## src/rtl/nfcplan_pkg.sv

```systemverilog
`default_nettype none
// ----------------------------------------------------------------------------
// nfcplan_pkg
// shared types, codes and constants of the tag linear access planner
// ----------------------------------------------------------------------------
package nfcplan_pkg;

   // transfer limits and tag geometry
   localparam int MAX_TRANSFER      = 256;
   localparam int DATA_BLOCKS       = 47;
   localparam int MAX_RESULTS       = 64;
   localparam int FIRST_DATA_PAGE   = 4;
   localparam int CNT_W             = $clog2(MAX_RESULTS);

   localparam logic [9:0] CAPACITY_RESET = 10'd752;

   typedef enum logic [1:0] {
      ACT_READ    = 2'd0,
      ACT_WRITE   = 2'd1,
      ACT_RELEASE = 2'd2,
      ACT_UNDEF   = 2'd3
   } action_type;

   typedef enum logic [1:0] {
      CMD_AUTH  = 2'd0,
      CMD_READ  = 2'd1,
      CMD_WRITE = 2'd2,
      CMD_NONE  = 2'd3
   } command_type;

   typedef enum logic [2:0] {
      ST_OK       = 3'd0,
      ST_BAD_ARG  = 3'd1,
      ST_RANGE    = 3'd2,
      ST_BEYOND   = 3'd3,
      ST_RESERVED = 3'd4
   } status_type;

   typedef enum logic {
      CSR_TAG_KIND = 1'b0,
      CSR_CAPACITY = 1'b1
   } csr_index_type;

   typedef enum logic {
      BK_IDLE = 1'b0,
      BK_RUN  = 1'b1
   } back_state_type;

   // classified request handed from front to back
   typedef struct packed {
      logic       run;
      logic       rel_session;
      status_type status;
      logic       writing;
      logic       paged;
      logic [9:0] offset;
      logic [8:0] length;
   } job_type;

   typedef struct packed {
      command_type command;
      logic [7:0]  unit_address;
      logic [3:0]  skip_bytes;
      logic [4:0]  take_bytes;
      status_type  status;
      logic        last;
   } rsp_type;

   // data-block index to physical block, skipping block 0 and sector trailers
   // rest / 3 done as rest * 43 >> 7, exact for every 6-bit rest
   function automatic logic [7:0] block_of(input logic [5:0] idx);
      logic [5:0]  rest;
      logic [11:0] prod;
      logic [4:0]  quo;
      logic [5:0]  rem3;
      logic [7:0]  addr;
      rest = idx - 6'd2;
      prod = {6'd0, rest} * 12'd43;
      quo  = prod[11:7];
      rem3 = rest - {quo, 1'b0} - {1'b0, quo};
      if (idx < 6'd2) begin
         addr = {2'd0, idx} + 8'd1;
      end else begin
         addr = {1'b0, quo + 5'd1, 2'b00} + {2'd0, rem3};
      end
      return addr;
   endfunction

endpackage
`default_nettype wire

```

## src/rtl/nfcplan_fifo.sv

```systemverilog
`default_nettype none
// ----------------------------------------------------------------------------
// nfcplan_fifo
// small register queue with first-word fall-through read
// ----------------------------------------------------------------------------
module nfcplan_fifo #(
   parameter int WIDTH = 8,
   parameter int DEPTH = 2
) (
   input  wire logic             clock,
   input  wire logic             reset,
   input  wire logic             wr_en,
   input  wire logic [WIDTH-1:0] wr_data,
   output logic                  full,
   input  wire logic             rd_en,
   output logic [WIDTH-1:0]      rd_data,
   output logic                  valid
);

   localparam int PTR_W = (DEPTH > 1) ? $clog2(DEPTH) : 1;
   localparam int CNT_W = $clog2(DEPTH + 1);

   logic [WIDTH-1:0] mem_ff [DEPTH];
   logic [PTR_W-1:0] wr_ptr_ff, wr_ptr_in;
   logic [PTR_W-1:0] rd_ptr_ff, rd_ptr_in;
   logic [CNT_W-1:0] count_ff, count_in;
   logic             do_wr, do_rd;

   assign full    = (count_ff == CNT_W'(DEPTH));
   assign valid   = (count_ff != '0);
   assign rd_data = mem_ff[rd_ptr_ff];
   assign do_wr   = wr_en && !full;
   assign do_rd   = rd_en && valid;

   always_comb begin
      wr_ptr_in = wr_ptr_ff;
      rd_ptr_in = rd_ptr_ff;
      count_in  = count_ff;
      if (do_wr) begin
         wr_ptr_in = (wr_ptr_ff == PTR_W'(DEPTH - 1)) ? '0 : wr_ptr_ff + 1'b1;
      end
      if (do_rd) begin
         rd_ptr_in = (rd_ptr_ff == PTR_W'(DEPTH - 1)) ? '0 : rd_ptr_ff + 1'b1;
      end
      if (do_wr && !do_rd) begin
         count_in = count_ff + 1'b1;
      end else if (do_rd && !do_wr) begin
         count_in = count_ff - 1'b1;
      end
   end

   always_ff @(posedge clock) begin
      if (reset) begin
         wr_ptr_ff <= '0;
         rd_ptr_ff <= '0;
         count_ff  <= '0;
      end else begin
         wr_ptr_ff <= wr_ptr_in;
         rd_ptr_ff <= rd_ptr_in;
         count_ff  <= count_in;
      end
   end

   always_ff @(posedge clock) begin
      if (do_wr) begin
         mem_ff[wr_ptr_ff] <= wr_data;
      end
   end

endmodule
`default_nettype wire

```

## src/rtl/nfcplan_front.sv

```systemverilog
`default_nettype none
// ----------------------------------------------------------------------------
// nfcplan_front
// request intake: config registers, argument and range checks, job push
// ----------------------------------------------------------------------------
module nfcplan_front
   import nfcplan_pkg::*;
(
   input  wire logic       clock,
   input  wire logic       reset,
   input  wire logic       req_push,
   output logic            req_full,
   input  wire logic [1:0] req_action,
   input  wire logic [9:0] req_offset,
   input  wire logic [8:0] req_length,
   input  wire logic       csr_valid,
   output logic            csr_ready,
   input  wire logic       csr_index,
   input  wire logic [9:0] csr_data,
   input  wire logic       job_full,
   output logic            job_push,
   output job_type         job
);

   logic       tag_kind_ff, tag_kind_in;
   logic [9:0] capacity_ff, capacity_in;
   action_type act;
   logic       bad_len, out_of_range, misaligned, writing;

   assign csr_ready = 1'b1;
   assign req_full  = job_full;
   assign job_push  = req_push && !job_full;

   always_comb begin
      tag_kind_in = tag_kind_ff;
      capacity_in = capacity_ff;
      if (csr_valid) begin
         unique case (csr_index_type'(csr_index))
            CSR_TAG_KIND: tag_kind_in = csr_data[0];
            CSR_CAPACITY: capacity_in = csr_data;
            default:      tag_kind_in = tag_kind_ff;
         endcase
      end
   end

   always_ff @(posedge clock) begin
      if (reset) begin
         tag_kind_ff <= 1'b0;
         capacity_ff <= CAPACITY_RESET;
      end else begin
         tag_kind_ff <= tag_kind_in;
         capacity_ff <= capacity_in;
      end
   end

   assign act          = action_type'(req_action);
   assign writing      = (act == ACT_WRITE);
   assign bad_len      = (req_length == '0) || ({2'b00, req_length} > 11'(MAX_TRANSFER));
   assign out_of_range = (req_offset > capacity_ff) ||
                         ({1'b0, req_length} > (capacity_ff - req_offset));
   assign misaligned   = writing && (tag_kind_ff ? (req_offset[1:0] != 2'd0)
                                                 : (req_offset[3:0] != 4'd0));

   always_comb begin
      job.run         = 1'b0;
      job.rel_session = 1'b0;
      job.status      = ST_OK;
      job.writing     = writing;
      job.paged       = tag_kind_ff;
      job.offset      = req_offset;
      job.length      = req_length;
      priority if (act == ACT_RELEASE) begin
         job.rel_session = 1'b1;
      end else if (act == ACT_UNDEF || bad_len) begin
         job.status = ST_BAD_ARG;
      end else if (out_of_range) begin
         job.status = ST_RANGE;
      end else if (misaligned) begin
         job.status = ST_BAD_ARG;
      end else begin
         job.run = 1'b1;
      end
   end

endmodule
`default_nettype wire

```

## src/rtl/nfcplan_back.sv

```systemverilog
`default_nettype none
// ----------------------------------------------------------------------------
// nfcplan_back
// command sequencer: walks a run one result per cycle while the result queue has room, tracks the session
// ----------------------------------------------------------------------------
module nfcplan_back
   import nfcplan_pkg::*;
(
   input  wire logic    clock,
   input  wire logic    reset,
   input  wire logic    job_valid,
   input  wire job_type job,
   output logic         job_pop,
   input  wire logic    res_full,
   output logic         res_push,
   output rsp_type      res
);

   back_state_type   state_ff, state_in;
   logic [9:0]       pos_ff, pos_in;
   logic [8:0]       rem_ff, rem_in;
   logic             writing_ff, writing_in;
   logic             paged_ff, paged_in;
   logic             auth_valid_ff, auth_valid_in;
   logic [3:0]       auth_sector_ff, auth_sector_in;
   logic [CNT_W-1:0] count_ff, count_in;

   logic [3:0] skip;
   logic [4:0] room, take;
   logic [9:0] aligned;
   logic [7:0] page_addr, blk_addr;
   logic [5:0] idx;
   logic [3:0] sector;
   logic       beyond, reserved, need_auth, data_done, cap_hit, run_end;

   // per-step datapath
   assign skip      = (paged_ff && writing_ff) ? {2'b00, pos_ff[1:0]} : pos_ff[3:0];
   assign room      = ((paged_ff && writing_ff) ? 5'd4 : 5'd16) - {1'b0, skip};
   assign take      = ({4'd0, room} > rem_ff) ? rem_ff[4:0] : room;
   assign aligned   = pos_ff - {6'd0, skip};
   assign page_addr = aligned[9:2] + 8'(FIRST_DATA_PAGE);
   assign idx       = pos_ff[9:4];
   assign blk_addr  = block_of(idx);
   assign sector    = blk_addr[5:2];
   assign beyond    = !paged_ff && ({1'b0, idx} >= 7'(DATA_BLOCKS));
   assign reserved  = !paged_ff && ((blk_addr == 8'd0) || (blk_addr[1:0] == 2'd3));
   assign need_auth = !paged_ff && (!auth_valid_ff || (sector != auth_sector_ff));
   assign data_done = (rem_ff == {4'd0, take});
   assign cap_hit   = (count_ff == CNT_W'(MAX_RESULTS - 1));

   always_comb begin
      run_end = 1'b0;
      if (beyond || reserved) begin
         run_end = 1'b1;
      end else if (need_auth) begin
         run_end = cap_hit;
      end else begin
         run_end = data_done || cap_hit;
      end
   end

   // next state
   always_comb begin
      state_in = state_ff;
      unique case (state_ff)
         BK_IDLE: if (job_valid && job.run) state_in = BK_RUN;
         BK_RUN:  if (!res_full && run_end) state_in = BK_IDLE;
         default: state_in = BK_IDLE;
      endcase
   end

   // outputs and datapath registers
   always_comb begin
      job_pop        = 1'b0;
      res_push       = 1'b0;
      res            = '{command: CMD_NONE, unit_address: 8'd0, skip_bytes: 4'd0,
                         take_bytes: 5'd0, status: ST_OK, last: 1'b0};
      pos_in         = pos_ff;
      rem_in         = rem_ff;
      writing_in     = writing_ff;
      paged_in       = paged_ff;
      auth_valid_in  = auth_valid_ff;
      auth_sector_in = auth_sector_ff;
      count_in       = count_ff;
      unique case (state_ff)
         BK_IDLE: begin
            if (job_valid && job.run) begin
               job_pop    = 1'b1;
               pos_in     = job.offset;
               rem_in     = job.length;
               writing_in = job.writing;
               paged_in   = job.paged;
               count_in   = '0;
            end else if (job_valid && !res_full) begin
               // rejected request or session release: one result
               job_pop    = 1'b1;
               res_push   = 1'b1;
               res.status = job.status;
               res.last   = 1'b1;
               if (job.rel_session) auth_valid_in = 1'b0;
            end
         end
         BK_RUN: begin
            if (!res_full) begin
               res_push = 1'b1;
               count_in = count_ff + 1'b1;
               res.last = run_end;
               priority if (beyond) begin
                  res.status = ST_BEYOND;
               end else if (reserved) begin
                  res.status = ST_RESERVED;
               end else if (need_auth) begin
                  res.command      = CMD_AUTH;
                  res.unit_address = blk_addr;
                  auth_valid_in    = 1'b1;
                  auth_sector_in   = sector;
               end else begin
                  res.command      = writing_ff ? CMD_WRITE : CMD_READ;
                  res.unit_address = paged_ff ? page_addr : blk_addr;
                  res.skip_bytes   = skip;
                  res.take_bytes   = take;
                  pos_in           = pos_ff + {5'd0, take};
                  rem_in           = rem_ff - {4'd0, take};
               end
            end
         end
         default: job_pop = 1'b0;
      endcase
   end

   always_ff @(posedge clock) begin
      if (reset) begin
         state_ff       <= BK_IDLE;
         pos_ff         <= '0;
         rem_ff         <= '0;
         writing_ff     <= 1'b0;
         paged_ff       <= 1'b0;
         auth_valid_ff  <= 1'b0;
         auth_sector_ff <= '0;
         count_ff       <= '0;
      end else begin
         state_ff       <= state_in;
         pos_ff         <= pos_in;
         rem_ff         <= rem_in;
         writing_ff     <= writing_in;
         paged_ff       <= paged_in;
         auth_valid_ff  <= auth_valid_in;
         auth_sector_ff <= auth_sector_in;
         count_ff       <= count_in;
      end
   end

   // a run in progress always has bytes left
   a_run_has_bytes: assert property (@(posedge clock) disable iff (reset)
      state_ff == BK_RUN |-> rem_ff != '0)
      else $error("run active with no bytes left");

   // the result marked last closes the run
   a_last_ends_run: assert property (@(posedge clock) disable iff (reset)
      res_push && res.last |=> state_ff == BK_IDLE)
      else $error("run continued after last result");

   // an authenticate that does not end the run is followed by a data command to the same block
   a_auth_then_data: assert property (@(posedge clock) disable iff (reset)
      res_push && res.command == CMD_AUTH && !res.last
      |=> !res_push || (res.unit_address == $past(res.unit_address)
                        && res.command != CMD_AUTH))
      else $error("authenticate not followed by its block access");

   // nothing is pushed into a full result queue
   a_no_overflow: assert property (@(posedge clock) disable iff (reset)
      res_push |-> !res_full)
      else $error("result pushed while queue full");

endmodule
`default_nettype wire

```

## src/rtl/nfc_tag_linear_access_planner_core.sv

```systemverilog
`default_nettype none
// ----------------------------------------------------------------------------
// nfc_tag_linear_access_planner_core
// turns linear read/write/release requests into tag command runs
// ----------------------------------------------------------------------------
//
//  channel  direction  handshake               beat carries
//  -------  ---------  ----------------------  ---------------------------------
//  req_     in         req_push / req_full     action, offset, length
//  rsp_     out        rsp_pop / rsp_empty     command, address, skip, take,
//                                              status, last
//  csr_     in         csr_valid / csr_ready   register index, write data
//
//  a request beat is checked on the spot as it enters the front;
//  a two-entry job queue sits between front and back
//  the back sequencer loads a run without emitting a result, then emits one
//  result per cycle while the result queue has room, and takes no new job
//  until the run ends; a rejected request or release yields a single result
//  rsp_ stalls back up through a two-entry result queue into the sequencer,
//  and from there through the job queue to req_full
//  synchronous active-high reset: queues empty, session forgotten, tag kind
//  block tag, capacity 752 bytes; csr_ never stalls
//
module nfc_tag_linear_access_planner_core
   import nfcplan_pkg::*;
(
   input  wire logic       clock,
   input  wire logic       reset,
   // request queue side
   input  wire logic       req_push,
   output logic            req_full,
   input  wire logic [1:0] req_action,
   input  wire logic [9:0] req_offset,
   input  wire logic [8:0] req_length,
   // result queue side
   output logic            rsp_empty,
   input  wire logic       rsp_pop,
   output logic [1:0]      rsp_command,
   output logic [7:0]      rsp_unit_address,
   output logic [3:0]      rsp_skip_bytes,
   output logic [4:0]      rsp_take_bytes,
   output logic [2:0]      rsp_status,
   output logic            rsp_last,
   // register writes
   input  wire logic       csr_valid,
   output logic            csr_ready,
   input  wire logic       csr_index,
   input  wire logic [9:0] csr_data
);

   localparam int JOB_W = $bits(job_type);
   localparam int RSP_W = $bits(rsp_type);

   job_type          job_wr, job_rd;
   logic [JOB_W-1:0] job_rd_bits;
   logic             job_push, job_full, job_valid, job_pop;

   rsp_type          res_wr, res_rd;
   logic [RSP_W-1:0] res_rd_bits;
   logic             res_push, res_full, res_valid;

   // front: config and classification
   nfcplan_front u_front (
      .clock      (clock),
      .reset      (reset),
      .req_push   (req_push),
      .req_full   (req_full),
      .req_action (req_action),
      .req_offset (req_offset),
      .req_length (req_length),
      .csr_valid  (csr_valid),
      .csr_ready  (csr_ready),
      .csr_index  (csr_index),
      .csr_data   (csr_data),
      .job_full   (job_full),
      .job_push   (job_push),
      .job        (job_wr)
   );

   // decoupling queue between front and back
   nfcplan_fifo #(
      .WIDTH (JOB_W),
      .DEPTH (2)
   ) u_job_q (
      .clock   (clock),
      .reset   (reset),
      .wr_en   (job_push),
      .wr_data (job_wr),
      .full    (job_full),
      .rd_en   (job_pop),
      .rd_data (job_rd_bits),
      .valid   (job_valid)
   );

   assign job_rd = job_type'(job_rd_bits);

   // back: command sequencer and session state
   nfcplan_back u_back (
      .clock     (clock),
      .reset     (reset),
      .job_valid (job_valid),
      .job       (job_rd),
      .job_pop   (job_pop),
      .res_full  (res_full),
      .res_push  (res_push),
      .res       (res_wr)
   );

   // result queue, lets the sequencer run ahead of rsp_pop
   nfcplan_fifo #(
      .WIDTH (RSP_W),
      .DEPTH (2)
   ) u_rsp_q (
      .clock   (clock),
      .reset   (reset),
      .wr_en   (res_push),
      .wr_data (res_wr),
      .full    (res_full),
      .rd_en   (rsp_pop),
      .rd_data (res_rd_bits),
      .valid   (res_valid)
   );

   assign res_rd           = rsp_type'(res_rd_bits);
   assign rsp_empty        = !res_valid;
   assign rsp_command      = res_rd.command;
   assign rsp_unit_address = res_rd.unit_address;
   assign rsp_skip_bytes   = res_rd.skip_bytes;
   assign rsp_take_bytes   = res_rd.take_bytes;
   assign rsp_status       = res_rd.status;
   assign rsp_last         = res_rd.last;

endmodule
`default_nettype wire
```

## config.mk

```make
export PLATFORM = sky130hd
export DESIGN_NAME = nfc_tag_linear_access_planner_core
export DESIGN_NICKNAME = d
export VERILOG_FILES = /design/src/rtl/nfcplan_pkg.sv /design/src/rtl/nfcplan_fifo.sv /design/src/rtl/nfcplan_front.sv /design/src/rtl/nfcplan_back.sv /design/src/rtl/nfc_tag_linear_access_planner_core.sv
export SDC_FILE = /design/constraint.sdc
export NUM_CORES = 1
export LEC_CHECK = 0
export BUFFER_PORTS_ARGS = -buffer_cell sky130_fd_sc_hd__buf_2
export CAP_MARGIN = 10
export CORE_MARGIN = 5
export CORE_UTILIZATION = 55
export DETAILED_ROUTE_END_ITERATION = 10
export PLACE_DENSITY = 0.76
export SLEW_MARGIN = 20
export SYNTH_ARGS = -nofsm -noshare
export SYNTH_HDL_FRONTEND = slang
export SYNTH_SLANG_ARGS = --single-unit
```

## constraint.sdc

```tcl
create_clock -name clock -period 7.3 [get_ports clock]
set_input_delay 0 -clock clock [delete_from_list [all_inputs] [get_ports clock]]
set_output_delay 0 -clock clock [all_outputs]
set_load 0.02 [all_outputs]
```

==> metrics.csv <==
stage;metric;value;unit
status;outcome;finished, violations left;
status;violations;setup timing;
die;initial_core_util;56.0;%
clocking;clockBufferDepth;2;
die;pin_count;63;
drt;drtIter0Drc;610;
sta;slew_headroom;25.3;%
final_layout;final_nets;1169;
worst_setup_path;crit_start;u_back.pos_ff[5];
hold_path;hold_path.class;primary input to flip-flop;
synthesis;netlist_instances;913;
worst_setup_path;cp.arrival;7.66;ns
drt;routed_wl;22000;um
sta;whs;0.0149;ns
grt;grt_max_degree;53;
synthesis;yosys.area.top_type_share;31.2;%
synthesis;synth_area_leaders;edfxtp_1, dfxtp_1, ha_1;
drt;drc;0;
grt;grt_pass1_vias;7147;
sta;skew;0.00954;ns
worst_setup_path;cp_slowest_stage_delay;0.51;ns
worst_setup_path;crit_end;u_back.pos_ff[6];
die;die_w;140;um
synthesis;synth_seq_cells;150;
clocking;clock_sinks;150;
synthesis;syn_nets;1040;
grt;grt_use_total;21.7;%
worst_setup_path;path_common_cell;ha_4;
place;place.gp.congestion;0.906;
synthesis;synth_area;0.00925;sq mm
sta;drv_slew;0;
sta;fin_crit_sh;100;%
sta;setup_ws;-0.0193;ns
sta;rsz0062_at_grt;true;
worst_setup_path;crit_slowest_cell;fa_1;
drt;ant_nets;0;
drt;vias_per_cell;5.80;
die;core;0.0165;sq mm
place;hpwl;15000;um
drt;dr.pass1.iters;5;
final_layout;num_antenna_cells;0;
synthesis;yosysSeqAreaShare;42.9;%
place;port_buffers;61;
clocking;cts_max_level;4;
grt;grt_antenna_before_repair;0;
die;placementRows;47;
worst_setup_path;r2r-start;u_back.pos_ff[5];
final_layout;fillers;1152;
die;die_area;0.0195;sq mm
worst_setup_path;required;7.64;ns
sta;tightest_slew;1.12;ns
clocking;numCtsBuffers;17;
sta;finalSetupViolCount;1;
sta;min_period;7.32;ns
synthesis;synth_cell_types;69;
drt;vias;7398;
synthesis;synth_enable_flop_cells;96;
worst_setup_path;critPathKind;flip-flop to flip-flop;
sta;hold_viol;0;
worst_setup_path;start_kind;flip-flop;
worst_setup_path;r2r-end;u_back.pos_ff[6];
place;dp_cells;1192;
grt;grt_first_pass_wirelength;34400;um
die;die_h;140;um
final_layout;area_growth_syn_to_layout;22.9;%
sta;fmax;137;MHz
clocking;tritoncts;done;
worst_setup_path;crit_fanout;8;
job;drv_cap;0;
synthesis;yosys_warnings;0;
clocking;clk_pin_slew_worst_paths;0.06;ns
final_layout;final_layout_size_suffix_gt1_share;22.7;%
synthesis;syn_area_per_cell;10.1;sq um
clocking;root_buffer;clkbuf_16;
synthesis;synthArstFlopShare;0;%
synthesis;synthFlopType;edfxtp_1;
drt;wl_per_cell;17.3;um
clocking;clk_latency;0.43;ns
worst_setup_path;rr_worst_depth;33;
grt;grt.overflow.total;0;
worst_setup_path;reg2reg_setup_slack;-0.02;ns
synthesis;yosysTopAreaCell;edfxtp_1;
final_layout;fin_cells;1275;
worst_setup_path;crit_path_end_kind;flip-flop;
sequential cells by signal, summed over array words and instances, names as in the netlist, 2 cells and up, named ones only:
name / flops
u_job_q.mem_ff: 50
u_front.capacity_ff: 10
u_rsp_q.count_ff: 2
u_rsp_q.mem_ff: 46
u_job_q.count_ff: 2
u_back.count_ff: 6
u_back.rem_ff: 9
u_back.pos_ff: 10
u_back.auth_sector_ff: 4
routing by layer:
metal,GRT usage (%),vias up,wire length [um]
met1,28.2,3524,9560
met3,4.05,50,1270
met5,0,-,0
li1,-,3544,-
met2,36.3,280,10600
met4,8.01,0,620
worst min path at each step:
stage	from	to	slack (ns)	cells past startpoint
finish	rsp_pop	u_rsp_q.rd_ptr_ff	0.01	4
global placement	csr_data[5]	u_front.capacity_ff[5]	0.21	3
global route	rsp_pop	u_rsp_q.rd_ptr_ff	0.02	4
CTS	rsp_pop	flip-flop	0.007	4
detailed placement	req_offset[9]	u_job_q.mem_ff[1][18]	0.21	1
floorplan	req_length[0]	u_job_q.mem_ff[0][0]	0.1	0
worst max-delay path: cells and delay by family (launching register included):
kind	cells	cell delay, ns
compound gates	9	1.33
xor+xnor	4	0.57
fa+ha+maj	9	2.81
buf+inv	4	0.35
flops	1	0.37
simple gates	7	1.79
cell usage in the layout (no fill, tap or decap), drive strengths merged, types with 7 or more instances in the layout:
| cell | instances |
|---|---|
| buf | 114 |
| edfxtp | 96 |
| ha | 80 |
| nor2 | 68 |
| inv | 67 |
| nand2 | 57 |
| a21oi | 55 |
| dfxtp | 54 |
| o21ai | 53 |
| dlygate4sd3 | 34 |
| mux2i | 32 |
| xor2 | 31 |
| xnor2 | 27 |
| nand3 | 24 |
| mux2 | 23 |
| clkbuf | 21 |
| or3 | 20 |
| nor3 | 20 |
| a21o | 14 |
| nor2b | 13 |
| nand2b | 12 |
| a31oi | 10 |
| fa | 10 |
| a211oi | 8 |
| and3 | 8 |
| and2 | 8 |
| o211ai | 7 |
| o21bai | 7 |
| clkinv | 7 |
timing repair:
item,4_1_cts,5_1_grt
cloned,0,2
setup buffers,2,14
setup endpoints to repair,6,67
pin swaps,0,50
hold buffers,34,0
resized for setup,1,61
endpoints found under the hold margin,54,0
cell usage after synthesis, types with 7 or more instances:
cell,n
nand2b_1,12
nand2_1,57
fa_1,10
ha_1,80
a211oi_1,8
nor3_1,18
dfxtp_1,54
o21ai_0,51
inv_1,67
a31oi_1,10
nor2_1,68
mux2i_1,32
or3_1,20
and2_1,8
xnor2_1,27
o211ai_1,7
clkbuf_1,21
o21bai_1,7
xor2_1,30
nor2b_1,13
and3_1,8
nand3_1,23
edfxtp_1,96
mux2_2,23
a21o_1,14
a21oi_1,54
through the flow:
stage               setup TNS, ns  setup WS, ns  area (sq um)  utilization, %
floorplan                 -0.0190       -0.0190          9380               -
global placement                0         0.133         10100            60.9
detailed placement        -0.0226       -0.0102         10100            60.9
CTS                             0        0.0359         11000            66.5
global route                -9.16        -0.281         11400            68.8
finish                    -0.0193       -0.0193         11400            68.8
logic make-up (layout without fill, tap and decap cells):
| kind of cell | Yosys count | count (layout) | synth area share [%] |
|---|---|---|---|
| AND/OR/NAND/NOR | 259 | 259 | 14.2 |
| AO/OA/AOI/OAI | 194 | 194 | 13.4 |
| flip-flops | 150 | 150 | 42.9 |
| buffers and inverters | 106 | 248 | 4.71 |
| adder cells (fa/ha/maj) | 90 | 90 | 13.0 |
| XOR/XNOR | 58 | 58 | 5.57 |
| multiplexers | 55 | 55 | 6.26 |
| other | 1 | 1 | 0.0405 |
area by class of cell:
cell class | count | area (sq um) | share of cell area [%]
clock buffer | 21 | 470 | 4.14
clock inverter | 11 | 103 | 0.903
multi-input combinational | 657 | 5190 | 45.7
sequential | 150 | 3970 | 34.9
timing repair buffer | 148 | 1100 | 9.65
inverter | 68 | 259 | 2.28
tap | 220 | 275 | 2.42
Power is left out: the tool's default activity adds up to more than one toggle a clock period on the data nets, which glitch-free logic cannot reach.
